===== src/hw/rtl/pic_pkg.sv =====
// ============================================================================
// pic_pkg: shared types and constants for the prescaled IRQ counter
// Holds the request and response payload structs, the command and register
// codes, and the sequencer state type.
// ============================================================================
`default_nettype none

package pic_pkg;

   // Number of prescaler steps that one scanline gives.
   localparam logic [7:0] SCANLINE_STEPS = 8'd8;

   // Prescaler windows selected by mode bit 2.
   localparam logic [7:0] MASK_NARROW = 8'h07;
   localparam logic [7:0] MASK_WIDE   = 8'hFF;

   typedef enum logic [1:0] {
      CMD_REG_WRITE = 2'd0,
      CMD_CPU_BATCH = 2'd1,
      CMD_SCANLINE  = 2'd2,
      CMD_PPU_FETCH = 2'd3
   } cmd_type;

   typedef enum logic [1:0] {
      SRC_CPU      = 2'd0,
      SRC_SCANLINE = 2'd1,
      SRC_PPU      = 2'd2,
      SRC_NONE     = 2'd3
   } src_type;

   typedef enum logic [1:0] {
      DIR_STOP0 = 2'd0,
      DIR_UP    = 2'd1,
      DIR_DOWN  = 2'd2,
      DIR_STOP3 = 2'd3
   } dir_type;

   typedef enum logic [2:0] {
      REG_ENABLE    = 3'd0,
      REG_MODE      = 3'd1,
      REG_DISABLE   = 3'd2,
      REG_ENABLE_ON = 3'd3,
      REG_PRESCALER = 3'd4,
      REG_COUNTER   = 3'd5,
      REG_XOR       = 3'd6,
      REG_UNUSED    = 3'd7
   } reg_type;

   typedef enum logic [1:0] {
      ST_IDLE,
      ST_STEP,
      ST_DONE
   } state_type;

   typedef struct packed {
      logic [1:0]  cmd;
      logic [2:0]  reg_index;
      logic [7:0]  wr_data;
      logic [7:0]  cycle_count;
      logic [13:0] ppu_addr;
   } req_type;

   typedef struct packed {
      logic       irq_out;
      logic [7:0] count_value;
   } rsp_type;

endpackage

`default_nettype wire


===== src/hw/rtl/prescaled_irq_counter.sv =====
// A request that gives no prescaler steps goes from ST_IDLE to ST_DONE; one that
// gives N steps runs them in ST_STEP first. The response is registered from ST_DONE.
// The block takes no new request until the response leaves ST_DONE; the single
// prescaler step unit handles one step per cycle.
// A finished response waits in an output register while the next request is taken.
// Reset is synchronous and active high and clears all timer state and handshakes.
// ============================================================================
// prescaled_irq_counter: cartridge interrupt timer with a prescaler
// Takes register writes and clock events, steps a 3-bit or 8-bit prescaler
// one step per cycle, and reports the interrupt level and the main count.
// ============================================================================
`default_nettype none

module prescaled_irq_counter
   import pic_pkg::*;
(
   input  wire logic    clock,
   input  wire logic    reset,
   input  wire logic    req_valid,
   output logic         req_stall,
   input  wire req_type req_payload,
   output logic         rsp_valid,
   input  wire logic    rsp_stall,
   output rsp_type      rsp_payload
);

   // Timer state.
   logic [7:0]  mode_ff,    mode_in;
   logic [7:0]  pre_ff,     pre_in;
   logic [7:0]  count_ff,   count_in;
   logic [7:0]  xor_ff,     xor_in;
   logic        enable_ff,  enable_in;
   logic        pending_ff, pending_in;
   logic [13:0] fetch_ff,   fetch_in;

   // Sequencer: state and the number of prescaler steps still to run.
   state_type   state_ff,   state_in;
   logic [7:0]  steps_ff,   steps_in;

   // Output register.
   logic        rsp_valid_ff, rsp_valid_in;
   rsp_type     rsp_ff,       rsp_in;

   // Shared step unit outputs.
   dir_type     dir;
   logic [7:0]  mask;
   logic [7:0]  step_pre;
   logic        step_wrap;
   logic [7:0]  step_count;
   logic        step_irq;

   logic        req_take;
   logic [7:0]  load_steps;
   logic        rsp_free;

   assign req_stall   = (state_ff != ST_IDLE);
   assign req_take    = req_valid && !req_stall;
   assign rsp_valid   = rsp_valid_ff;
   assign rsp_payload = rsp_ff;
   assign rsp_free    = !rsp_valid_ff || !rsp_stall;

   // The single step unit: one prescaler step, with the carry into the main
   // counter and the interrupt check. Mode is stable while steps run because
   // the block takes no write in that time.
   always_comb begin
      dir  = dir_type'(mode_ff[7:6]);
      mask = mode_ff[2] ? MASK_NARROW : MASK_WIDE;
      step_pre   = pre_ff;
      step_wrap  = 1'b0;
      step_count = count_ff;
      step_irq   = 1'b0;
      case (dir)
         DIR_UP: begin
            step_pre  = pre_ff + 8'd1;
            step_wrap = ((step_pre & mask) == 8'h00);
            if (step_wrap) begin
               step_count = count_ff + 8'd1;
               step_irq   = (step_count == 8'h00) && enable_ff;
            end
         end
         DIR_DOWN: begin
            step_pre  = pre_ff - 8'd1;
            step_wrap = ((step_pre & mask) == mask);
            if (step_wrap) begin
               step_count = count_ff - 8'd1;
               step_irq   = (step_count == 8'hFF) && enable_ff;
            end
         end
         default: begin
            step_pre = pre_ff;
         end
      endcase
   end

   // Sequencer next state and timer updates.
   always_comb begin
      mode_in      = mode_ff;
      pre_in       = pre_ff;
      count_in     = count_ff;
      xor_in       = xor_ff;
      enable_in    = enable_ff;
      pending_in   = pending_ff;
      fetch_in     = fetch_ff;
      state_in     = state_ff;
      steps_in     = steps_ff;
      rsp_in       = rsp_ff;
      rsp_valid_in = rsp_valid_ff && rsp_stall;
      load_steps   = 8'd0;

      case (state_ff)
         ST_IDLE: begin
            if (req_take) begin
               case (cmd_type'(req_payload.cmd))
                  CMD_REG_WRITE: begin
                     case (reg_type'(req_payload.reg_index))
                        REG_ENABLE: begin
                           enable_in = req_payload.wr_data[0];
                           if (!req_payload.wr_data[0]) begin
                              pending_in = 1'b0;
                           end
                        end
                        REG_MODE:      mode_in = req_payload.wr_data;
                        REG_DISABLE: begin
                           enable_in  = 1'b0;
                           pending_in = 1'b0;
                        end
                        REG_ENABLE_ON: enable_in = 1'b1;
                        REG_PRESCALER: pre_in    = req_payload.wr_data ^ xor_ff;
                        REG_COUNTER:   count_in  = req_payload.wr_data ^ xor_ff;
                        REG_XOR:       xor_in    = req_payload.wr_data;
                        default:       mode_in   = mode_ff;
                     endcase
                  end
                  CMD_CPU_BATCH: begin
                     if (src_type'(mode_ff[1:0]) == SRC_CPU) begin
                        load_steps = req_payload.cycle_count;
                     end
                  end
                  CMD_SCANLINE: begin
                     if (src_type'(mode_ff[1:0]) == SRC_SCANLINE) begin
                        load_steps = SCANLINE_STEPS;
                     end
                  end
                  default: begin
                     if (src_type'(mode_ff[1:0]) == SRC_PPU) begin
                        if (fetch_ff != req_payload.ppu_addr) begin
                           load_steps = 8'd2;
                        end
                        fetch_in = req_payload.ppu_addr;
                     end
                  end
               endcase
               // With the count stopped a step changes nothing, so skip it.
               if (load_steps != 8'd0 && (dir == DIR_UP || dir == DIR_DOWN)) begin
                  steps_in = load_steps;
                  state_in = ST_STEP;
               end else begin
                  state_in = ST_DONE;
               end
            end
         end
         ST_STEP: begin
            pre_in   = step_pre;
            count_in = step_count;
            if (step_irq) begin
               pending_in = 1'b1;
            end
            steps_in = steps_ff - 8'd1;
            if (steps_ff == 8'd1) begin
               state_in = ST_DONE;
            end
         end
         ST_DONE: begin
            if (rsp_free) begin
               rsp_in.irq_out     = pending_ff;
               rsp_in.count_value = count_ff;
               rsp_valid_in       = 1'b1;
               state_in           = ST_IDLE;
            end
         end
         default: begin
            state_in = ST_IDLE;
         end
      endcase
   end

   always_ff @(posedge clock) begin
      if (reset) begin
         mode_ff      <= 8'h00;
         pre_ff       <= 8'h00;
         count_ff     <= 8'h00;
         xor_ff       <= 8'h00;
         enable_ff    <= 1'b0;
         pending_ff   <= 1'b0;
         fetch_ff     <= 14'h0000;
         state_ff     <= ST_IDLE;
         steps_ff     <= 8'd0;
         rsp_valid_ff <= 1'b0;
      end else begin
         mode_ff      <= mode_in;
         pre_ff       <= pre_in;
         count_ff     <= count_in;
         xor_ff       <= xor_in;
         enable_ff    <= enable_in;
         pending_ff   <= pending_in;
         fetch_ff     <= fetch_in;
         state_ff     <= state_in;
         steps_ff     <= steps_in;
         rsp_valid_ff <= rsp_valid_in;
      end
   end

   always_ff @(posedge clock) begin
      rsp_ff <= rsp_in;
   end

   // The step loop never runs with an exhausted count.
   a_steps_nonzero: assert property (@(posedge clock) disable iff (reset)
      state_ff == ST_STEP |-> steps_ff != 8'd0)
      else $error("step state entered with zero steps left");

   // The last step always hands over to the response state.
   a_last_step: assert property (@(posedge clock) disable iff (reset)
      state_ff == ST_STEP && steps_ff == 8'd1 |=> state_ff == ST_DONE)
      else $error("last step did not finish the request");

   // An interrupt can only latch while the timer is enabled.
   a_irq_enabled: assert property (@(posedge clock) disable iff (reset)
      $rose(pending_ff) |-> $past(enable_ff))
      else $error("interrupt latched while timer disabled");

   // A response held under stall is not overwritten.
   a_rsp_hold: assert property (@(posedge clock) disable iff (reset)
      rsp_valid_ff && rsp_stall && state_ff == ST_DONE |=> state_ff == ST_DONE)
      else $error("response overwritten while stalled");

endmodule

`default_nettype wire

===== config.mk =====
export PLATFORM = sky130hd
export DESIGN_NAME = prescaled_irq_counter
export DESIGN_NICKNAME = d
export VERILOG_FILES = /design/src/hw/rtl/pic_pkg.sv /design/src/hw/rtl/prescaled_irq_counter.sv
export SDC_FILE = /design/constraint.sdc
export NUM_CORES = 1
export LEC_CHECK = 0
export BUFFER_PORTS_ARGS = -buffer_cell sky130_fd_sc_hd__buf_2
export CORE_ASPECT_RATIO = 0.5
export CORE_MARGIN = 2
export CORE_UTILIZATION = 25
export DETAILED_ROUTE_END_ITERATION = 10
export PLACE_DENSITY = 0.39
export RECOVER_POWER = 25
export SYNTH_ARGS = -nofsm -noshare
export SYNTH_HDL_FRONTEND = slang
export SYNTH_SLANG_ARGS = --single-unit

===== constraint.sdc =====
create_clock -name clock -period 3.8 [get_ports clock]
set_input_delay 0.57 -clock clock [delete_from_list [all_inputs] [get_ports clock]]
set_output_delay 0.57 -clock clock [all_outputs]
set_load 0.02 [all_outputs]

==> flow_summary.json, run 1 <==
{
  "synth_top_area_cell": "dfxtp_1",
  "cts_resized": 0,
  "clockRootBuffer": "clkbuf_16",
  "p_int_mw": 1.34,
  "yosysTopAreaCellShare": 0.263,
  "fin_nets": 583,
  "fin_area_mm2": 0.00500,
  "worstPathMaxFanout": 55,
  "power_frac_comb": 0.078,
  "cts_inserted_buffers": 9,
  "synth_top_family_by_area": "simple AND/OR/NAND/NOR gates",
  "slowest_stage": "clkbuf_1",
  "ant_nets": 0,
  "drc_errors": 0,
  "layout_commonest_cell": "nor2_1",
  "synth_ff_type": "dfxtp_1",
  "grt_antenna_before_repair": 0,
  "dpl.hpwl_um": 9060,
  "synth.distinct_cells": 85,
  "drt-initial-drc-count": 214,
  "grt_max_degree": 56,
  "fillers": 1797,
  "cellPowerDensity_mw_per_mm2": 355,
  "postCtsHoldBufs": 0,
  "cp_cell_sequence": "buf_2 > clkbuf_1 > nor2_1 > mux2_1",
  "worstPathArrival_ns": 3.15,
  "leakage_nw": 1.80,
  "mostFrequentLayoutCells": "67 x nor2_1, 56 x dfxtp_1, 39 x buf_2",
  "syn_nets": 549,
  "grt_pass1_wl_um": 20000,
  "critPathTopFamily": "buffers and inverters",
  "multiInputGateArea_mm2": 0.00268,
  "drive_above_1_share": 0.155,
  "hold_viol_final": 0,
  "yosys_register_bits": 65,
  "cts_setup_buffers": 0,
  "post-route-min-period_ns": 2.93,
  "syn_area_mm2": 0.00426,
  "finClkSkew_ns": 0.00696,
  "dieArea_mm2": 0.0181,
  "avgSynthCellArea_um2": 8.53,
  "cts.sinks": 65,
  "synth.area.mux_share": 0.0738,
  "power_frac_clock": 0.518,
  "area_growth_pct": 17.6,
  "path_clk_slew_ns": 0.06,
  "path_class": "input pin to flip-flop",
  "drv_slew": 56,
  "synthTopCellsByArea": "dfxtp_1 26%, mux2i_1 6.6%, edfxtp_1 6.4%",
  "antennaDiodeCount": 0,
  "rows": 33,
  "ys.warnings.count": 0,
  "start_kind": "input pin",
  "grt_overflow": 0,
  "rsz0062_at_grt": "false",
  "core_area_mm2": 0.0165,
  "max_stage_delay_ns": 1.98,
  "synth_xor_area_frac": 0.0679,
  "htreeDepth": 3,
  "vias": 3740,
  "worstMarginPinSlew_ns": 2.80,
  "synth-edff-count": 9,
  "die_h_um": 96.3,
  "io_pins": 50,
  "clock_latency_ns": 0.33,
  "peakVddDrop_uv": 183,
  "initial_core_util": 0.258,
  "register_area_mm2": 0.00139,
  "port-buffer-count": 49,
  "synthAdderAreaFrac": 0.0323,
  "placed_area_mm2": 0.00469,
  "fin_crit_sh": 0.771,
  "synth_compound_area_frac": 0.213,
  "viasPerCell": 4.90,
  "async_flop_share": 0,
  "fmax_mhz": 341,
  "drt_wl_total_um": 12500,
  "first_pass_iters": 4,
  "wl_per_cell_um": 16.4,
  "hp-class": "flip-flop to flip-flop",
  "ys_seq_area_frac": 0.327,
  "violations": "capacitance limit, slew limit",
  "cp_num_buf_inv": 2,
  "synthCells": 499,
  "cap_violations": 1,
  "track_usage": 0.143,
  "grt_pass1_vias": 3600,
  "outcome": "finished, violations left",
  "setup_viol": 0,
  "clock_tree.buffer_depth": 2,
  "crit_required_ns": 4.02,
  "die_x_um": 189,
  "slew_headroom": -0.866,
  "synth-simple-area-share": 0.241,
  "switching_power_uw": 434,
  "p_sw_frac": 0.245,
  "seqPwrFrac": 0.403,
  "setup-tns-final_ns": 0,
  "cp-end-kind": "flip-flop",
  "gp_congestion": 0.787,
  "cts_tree": "built"
}
-- sequential cells by signal, indices dropped and copies added (netlist names) --
name and flops:
pending_ff 1, pre_ff 8, xor_ff 8, count_ff 8, steps_ff 8, rsp_payload 9, mode_ff 5, rsp_valid 1
fetch_ff 14, state_ff 2, enable_ff 1
-- per-layer routing --
metal / global-route usage / up-vias / wire (µm)
met5: 0 / - / 0
met1: 0.194 / 1750 / 6510
met3: 0.0295 / 6 / 439
li1: - / 1906 / -
met4: 0.0371 / 0 / 76
met2: 0.233 / 78 / 5500
-- power by group through the flow --
stage	clock network (mW)	logic, mW	registers (mW)
after detailed placement	0	0.143	0.731
after CTS	0.943	0.144	0.715
after global placement	0	0.144	0.731
after global routing	0.963	0.156	0.716
final	0.919	0.139	0.715
after floorplan	0	0.0779	0.731
-- final timing paths --
check,from,endpoint,slack [ns],cells after the start
setup reg to reg,pre_ff[0],count_ff[3],1.16,8
hold / removal,pending_ff,rsp_payload[8],0.46,0
hold reg to reg,pending_ff,rsp_payload[8],0.46,0
setup / recovery,reset,steps_ff[7],0.87,4
-- through the flow --
stage / total power, mW / worst slack (ns) / hold slack (ns) / util / instances
global route: 1.84 / 0.562 / 0.462 / 0.303 / 764
floorplan: 0.809 / 1.45 / 0.406 / - / 499
global placement: 0.875 / 1.24 / 0.440 / 0.284 / 749
CTS: 1.80 / 1.25 / 0.461 / 0.304 / 764
finish: 1.77 / 0.870 / 0.460 / 0.303 / 764
detailed placement: 0.874 / 1.23 / 0.438 / 0.284 / 749
-- logic make-up (layout without fill, tap and decap cells) --
kind of cell	after synthesis	in the layout
xor+xnor	33	33
compound gates	124	124
simple gates	189	189
mux	31	31
fa+ha+maj	11	11
buf+inv	46	84
flops	65	65
-- layout make-up --
type / count / share of cell area
clock buffers: 12 / 0.0555
clock inverters: 3 / 0.00925
inverters: 15 / 0.0113
multi-input cells: 388 / 0.536
flip-flops and latches: 65 / 0.278
well taps: 227 / 0.0568
repair buffers: 54 / 0.0533
-- synth_stat cells, drive strengths merged, types with 4 or more instances --
master / count
xor2: 13
a21o: 5
xnor2: 20
nand2b: 8
a31oi: 7
o31a: 5
a21oi: 28
mux2i: 28
o32ai: 4
nand2: 29
a22oi: 6
nor4: 8
a211oi: 12
o21ai: 15
ha: 11
clkbuf: 24
o31ai: 6
nand4: 11
dfxtp: 56
nor3: 13
buf: 7
nor2: 68
or4: 5
or3: 5
inv: 14
and2: 7
nand3: 8
edfxtp: 9
nor2b: 9
No activity file was read; power rests on OpenSTA's default activity.
==> run 2, diff against run 1 <==
==> constraint.sdc (replaced) <==
create_clock -name clock -period 2.9 [get_ports clock]
set_input_delay 0.435 -clock clock [delete_from_list [all_inputs] [get_ports clock]]
set_output_delay 0.435 -clock clock [all_outputs]
set_load 0.02 [all_outputs]
==> flow_summary.json, run 2 (synthesis gave the netlist of run 1 again) <==
{
  "outcome": "finished, final reports clean",
  "viasPerCell": 4.91,
  "drt-initial-drc-count": 249,
  "core_area_mm2": 0.0165,
  "start_kind": "flip-flop",
  "grt_max_degree": 56,
  "port-buffer-count": 49,
  "clock_latency_ns": 0.33,
  "die_h_um": 96.3,
  "setup-tns-final_ns": 0,
  "busiest_layer": "met2",
  "cts_tree": "built",
  "grtUsageMet1": 0.195,
  "critPathLaunch": "pre_ff[0]",
  "path_clk_slew_ns": 0.06,
  "post-route-min-period_ns": 2.58,
  "die_x_um": 189,
  "drive_above_1_share": 0.168,
  "grt_use_met3": 0.0339,
  "holdPathEnd": "fetch_ff[1]",
  "reg2reg_to": "count_ff[5]",
  "fmax_mhz": 387,
  "fin_nets": 587,
  "fin_crit_sh": 0.891,
  "clock_tree.buffer_depth": 2,
  "worstPathArrival_ns": 2.75,
  "layout_commonest_cell": "nor2_1",
  "worstMarginPinSlew_ns": 1.26,
  "dpl.hpwl_um": 9180,
  "drv_slew": 0,
  "fin_area_mm2": 0.00499,
  "min_from": "req_payload[1]",
  "gp_congestion": 0.787,
  "antennaDiodeCount": 0,
  "largest_register_ffs": 14,
  "clockRootBuffer": "clkbuf_16",
  "hold_viol_final": 0,
  "rr_worst_depth": 8,
  "r2r-start": "pre_ff[0]",
  "drc_errors": 0,
  "postCtsHoldBufs": 0,
  "mostFrequentLayoutCells": "67 x nor2_1, 56 x dfxtp_1, 43 x buf_2",
  "wl_per_cell_um": 16.3,
  "holdPathStages": 3,
  "crit_required_ns": 3.06,
  "rrSetupSlack_ns": 0.32,
  "dp.cells": 753,
  "grt_overflow": 0,
  "drt_wl_total_um": 12600,
  "cts_resized": 0,
  "cellPowerDensity_mw_per_mm2": 436,
  "hp-class": "input pin to flip-flop",
  "io_pins": 50,
  "path_class": "flip-flop to flip-flop",
  "cts_inserted_buffers": 9,
  "vias": 3779,
  "use_met2": 0.235,
  "design_power_total_mw": 2.17,
  "regMostFlops": "fetch_ff",
  "grt_pass1_wl_um": 20300,
  "leakage_nw": 1.82,
  "cts.sinks": 65,
  "htreeDepth": 3,
  "worstPathMaxFanout": 12,
  "cap_violations": 0,
  "area_growth_pct": 17.2,
  "rows": 33,
  "cp-end-kind": "flip-flop",
  "ant_nets": 0,
  "finClkSkew_ns": 0.00429,
  "postLayoutCoreUtil": 0.302,
  "first_pass_iters": 4,
  "cts_setup_buffers": 0,
  "placed_area_mm2": 0.00472,
  "track_usage": 0.145,
  "fin_cells": 769,
  "slew_headroom": 0.159,
  "setup_viol": 0,
  "dieArea_mm2": 0.0181,
  "initial_core_util": 0.258,
  "grt_antenna_before_repair": 0,
  "grt_pass1_vias": 3654,
  "rsz0062_at_grt": "false",
  "peakVddDrop_uv": 248
}
run 2: routing by layer:
layer / wire length (µm) / up-vias
met3: 572 / 6
met1: 6320 / 1784
li1: - / 1909
met2: 5560 / 80
met5: 0 / -
met4: 109 / 0
run 2: per-stage QoR:
stage | worst slack, ns | hold WS, ns
floorplan | 0.554 | 0.406
global placement | 0.432 | 0.430
detailed placement | 0.366 | 0.431
CTS | 0.344 | 0.346
global route | 0.115 | 0.357
finish | 0.317 | 0.358
run 2: worst max path at each step:
stage / endpoint / depth (start not counted)
after floorplan: count_ff[2] / 9
after global placement: count_ff[2] / 8
after detailed placement: count_ff[5] / 8
after CTS: count_ff[2] / 8
after global routing: count_ff[4] / 8
final: count_ff[5] / 8
run 2: power breakdown:
| part | internal, mW | switching, mW |
|---|---|---|
| combinational | 0.0704 | 0.120 |
| clock | 0.604 | 0.445 |
| sequential | 0.924 | 0.00917 |
| total | 1.60 | 0.574 |
run 2: final cells by class:
| type | instances | area [µm²] |
|---|---|---|
| repair buffers | 58 | 295 |
| clock buffers | 10 | 239 |
| well taps | 227 | 284 |
| inverters | 15 | 56.3 |
| fillers | 1786 | 11500 |
| clock inverters | 6 | 41.3 |
| multi-input cells | 388 | 2680 |
| flip-flops and latches | 65 | 1390 |
run 2: worst max-delay path, cell delays in order (launching register included):
cell	delay (ns)
dfxtp_1	0.41
inv_1	0.14
ha_1	0.27
or3b_1	0.37
a211o_1	0.35
a221oi_2	0.34
nand2_2	0.17
a211oi_1	0.24
o32ai_1	0.11
==> run 3, diff against run 2 <==
--- a/config.mk
+++ b/config.mk
@@ -5,7 +5,8 @@
 export SDC_FILE = /design/constraint.sdc
 export NUM_CORES = 1
 export LEC_CHECK = 0
-export BUFFER_PORTS_ARGS = -buffer_cell sky130_fd_sc_hd__buf_2
+export ABC_AREA = 1
+export BUFFER_PORTS_ARGS = -buffer_cell sky130_fd_sc_hd__clkbuf_2
 export CORE_ASPECT_RATIO = 0.5
 export CORE_MARGIN = 2
 export CORE_UTILIZATION = 25
==> flow_summary.json, run 3 <==
{
  "cts_setup_buffers": 0,
  "syn_nets": 681,
  "drc_errors": 0,
  "path_class": "flip-flop to flip-flop",
  "setup_viol": 0,
  "largest_register_ffs": 14,
  "io_pins": 50,
  "grt_overflow": 0,
  "synthTopCellsByArea": "dfxtp_1 27%, nand2_1 11%, nor2_1 7.1%",
  "postCtsHoldBufs": 0,
  "worst_slack_ns": 0.857,
  "cp-end-kind": "flip-flop",
  "rr_worst_depth": 9,
  "dieArea_mm2": 0.0180,
  "worstMarginPinSlew_ns": 0.800,
  "ant_nets": 0,
  "crit_required_ns": 3.13,
  "fillers": 1897,
  "post-route-min-period_ns": 2.04,
  "initial_core_util": 0.256,
  "grt_pass1_wl_um": 19800,
  "fin_crit_sh": 0.705,
  "cts_inserted_buffers": 9,
  "synth.distinct_cells": 39,
  "core_area_mm2": 0.0164,
  "mostFrequentLayoutCells": "126 x nand2_1, 81 x nor2_1, 71 x inv_1",
  "worstPathMaxFanout": 12,
  "hp-class": "input pin to flip-flop",
  "cap_violations": 0,
  "synth-edff-count": 9,
  "grt_max_degree": 44,
  "gp_congestion": 0.816,
  "syn_area_mm2": 0.00421,
  "async_flop_share": 0,
  "slew_headroom": 0.465,
  "start_kind": "flip-flop",
  "die_h_um": 95.8,
  "placed_area_mm2": 0.00468,
  "design_power_total_mw": 2.55,
  "yosysTopAreaCellShare": 0.266,
  "power_frac_clock": 0.431,
  "fin_cells": 910,
  "whs_ns": 0.350,
  "p_int_mw": 1.81,
  "p_sw_frac": 0.293,
  "wl_per_cell_um": 13.1,
  "holdPathStages": 3,
  "ys_seq_area_frac": 0.330,
  "die_x_um": 188,
  "peakVddDrop_uv": 215,
  "avgSynthCellArea_um2": 6.67,
  "vias": 4060,
  "outcome": "finished, final reports clean",
  "rsz0062_at_grt": "false",
  "setup-tns-final_ns": 0,
  "postLayoutCoreUtil": 0.302,
  "yosys_register_bits": 65,
  "track_usage": 0.141,
  "hold_viol_final": 0,
  "rows": 33,
  "ys.warnings.count": 0,
  "worstPathArrival_ns": 2.27,
  "grt_pass1_vias": 3937,
  "fin_area_mm2": 0.00496,
  "area_growth_pct": 17.7,
  "layout_commonest_cell": "nand2_1",
  "synth_ff_type": "dfxtp_1",
  "clock_latency_ns": 0.33,
  "htreeDepth": 3,
  "leakage_nw": 2.22,
  "regMostFlops": "fetch_ff",
  "synthCells": 631,
  "clock_tree.buffer_depth": 2,
  "yosysMostFrequentCell": "nand2_1",
  "port-buffer-count": 49,
  "first_pass_iters": 7,
  "finClkSkew_ns": 0.00962,
  "cts_tree": "built",
  "dpl.hpwl_um": 8810,
  "synth_top_area_cell": "dfxtp_1",
  "drive_above_1_share": 0.149,
  "viasPerCell": 4.46,
  "dp.cells": 894,
  "drv_slew": 0,
  "cts_resized": 0,
  "multiInputGateArea_mm2": 0.00236,
  "clockRootBuffer": "clkbuf_16",
  "drt-initial-drc-count": 182,
  "register_area_mm2": 0.00139,
  "cts.sinks": 65,
  "fin_nets": 728,
  "cellPowerDensity_mw_per_mm2": 515,
  "fmax_mhz": 489,
  "seqPwrFrac": 0.391,
  "grt_antenna_before_repair": 0,
  "switching_power_uw": 747,
  "antennaDiodeCount": 0,
  "drt_wl_total_um": 11900,
  "rrSetupSlack_ns": 0.86,
  "pre_cts_slack_ns": 0.849,
  "path_clk_slew_ns": 0.06,
  "ys_top_cells_by_count": "126 x nand2_1, 80 x nor2_1, 71 x inv_1",
  "power_frac_comb": 0.178
}
-- run 3: changes by cell type in the layout (fill, tap and decap cells not counted), moves of 18 or more --
cell	change
nand2_1	+99
inv_1	+59
nand3_1	+48
buf_2	-43
o21ai_0	+40
clkbuf_2	+38
mux2i_1	-28
a21oi_1	+18
-- run 3: worst max-delay path: stages (launching register included) --
cell and delay [ns]:
dfxtp_1 0.33, nor2_1 0.35, inv_2 0.15, nor2_2 0.17, inv_2 0.11, nor2_2 0.37
buf_4 0.24, inv_1 0.07, nor2_1 0.10, nor2_1 0.06
-- run 3: cell type report --
class / instances / area share
Tap cell: 227 / 0.0573
Sequential cell: 65 / 0.281
Multi-Input combinational cell: 462 / 0.477
Clock buffer: 12 / 0.0497
Clock inverter: 4 / 0.00909
Timing Repair Buffer: 59 / 0.0646
Inverter: 81 / 0.0613
-- run 3: path summary, 6_finish.rpt --
path,startpoint,end
max,state_ff[1],fetch_ff[12]
min,req_payload[9],fetch_ff[9]
max reg2reg,state_ff[1],fetch_ff[12]
min reg2reg,pending_ff,rsp_payload[8]
-- run 3: logic make-up (layout without fill, tap and decap cells) --
family / count (synthesis) / count (layout) / share of synthesized area
compound gates: 127 / 127 / 0.164
simple gates: 301 / 301 / 0.319
flops: 65 / 65 / 0.330
fa+ha+maj: 11 / 11 / 0.0327
buf+inv: 104 / 156 / 0.106
xor+xnor: 23 / 23 / 0.0478
-- run 3: per-layer routing --
metal | track usage | up-vias | wire, µm
li1 | - | 2141 | -
met1 | 0.184 | 1844 | 6180
met2 | 0.232 | 65 | 5120
met3 | 0.0343 | 10 | 405
met4 | 0.0459 | 0 | 172
met5 | 0 | - | 0
-- run 3: power by group through the flow --
stage	registers (mW)	logic [mW]	clock network, mW
floorplan	1.01	0.328	0
global placement	1.02	0.462	0
detailed placement	1.02	0.460	0
CTS	0.999	0.462	1.14
global route	1.00	0.519	1.19
finish	0.998	0.453	1.10
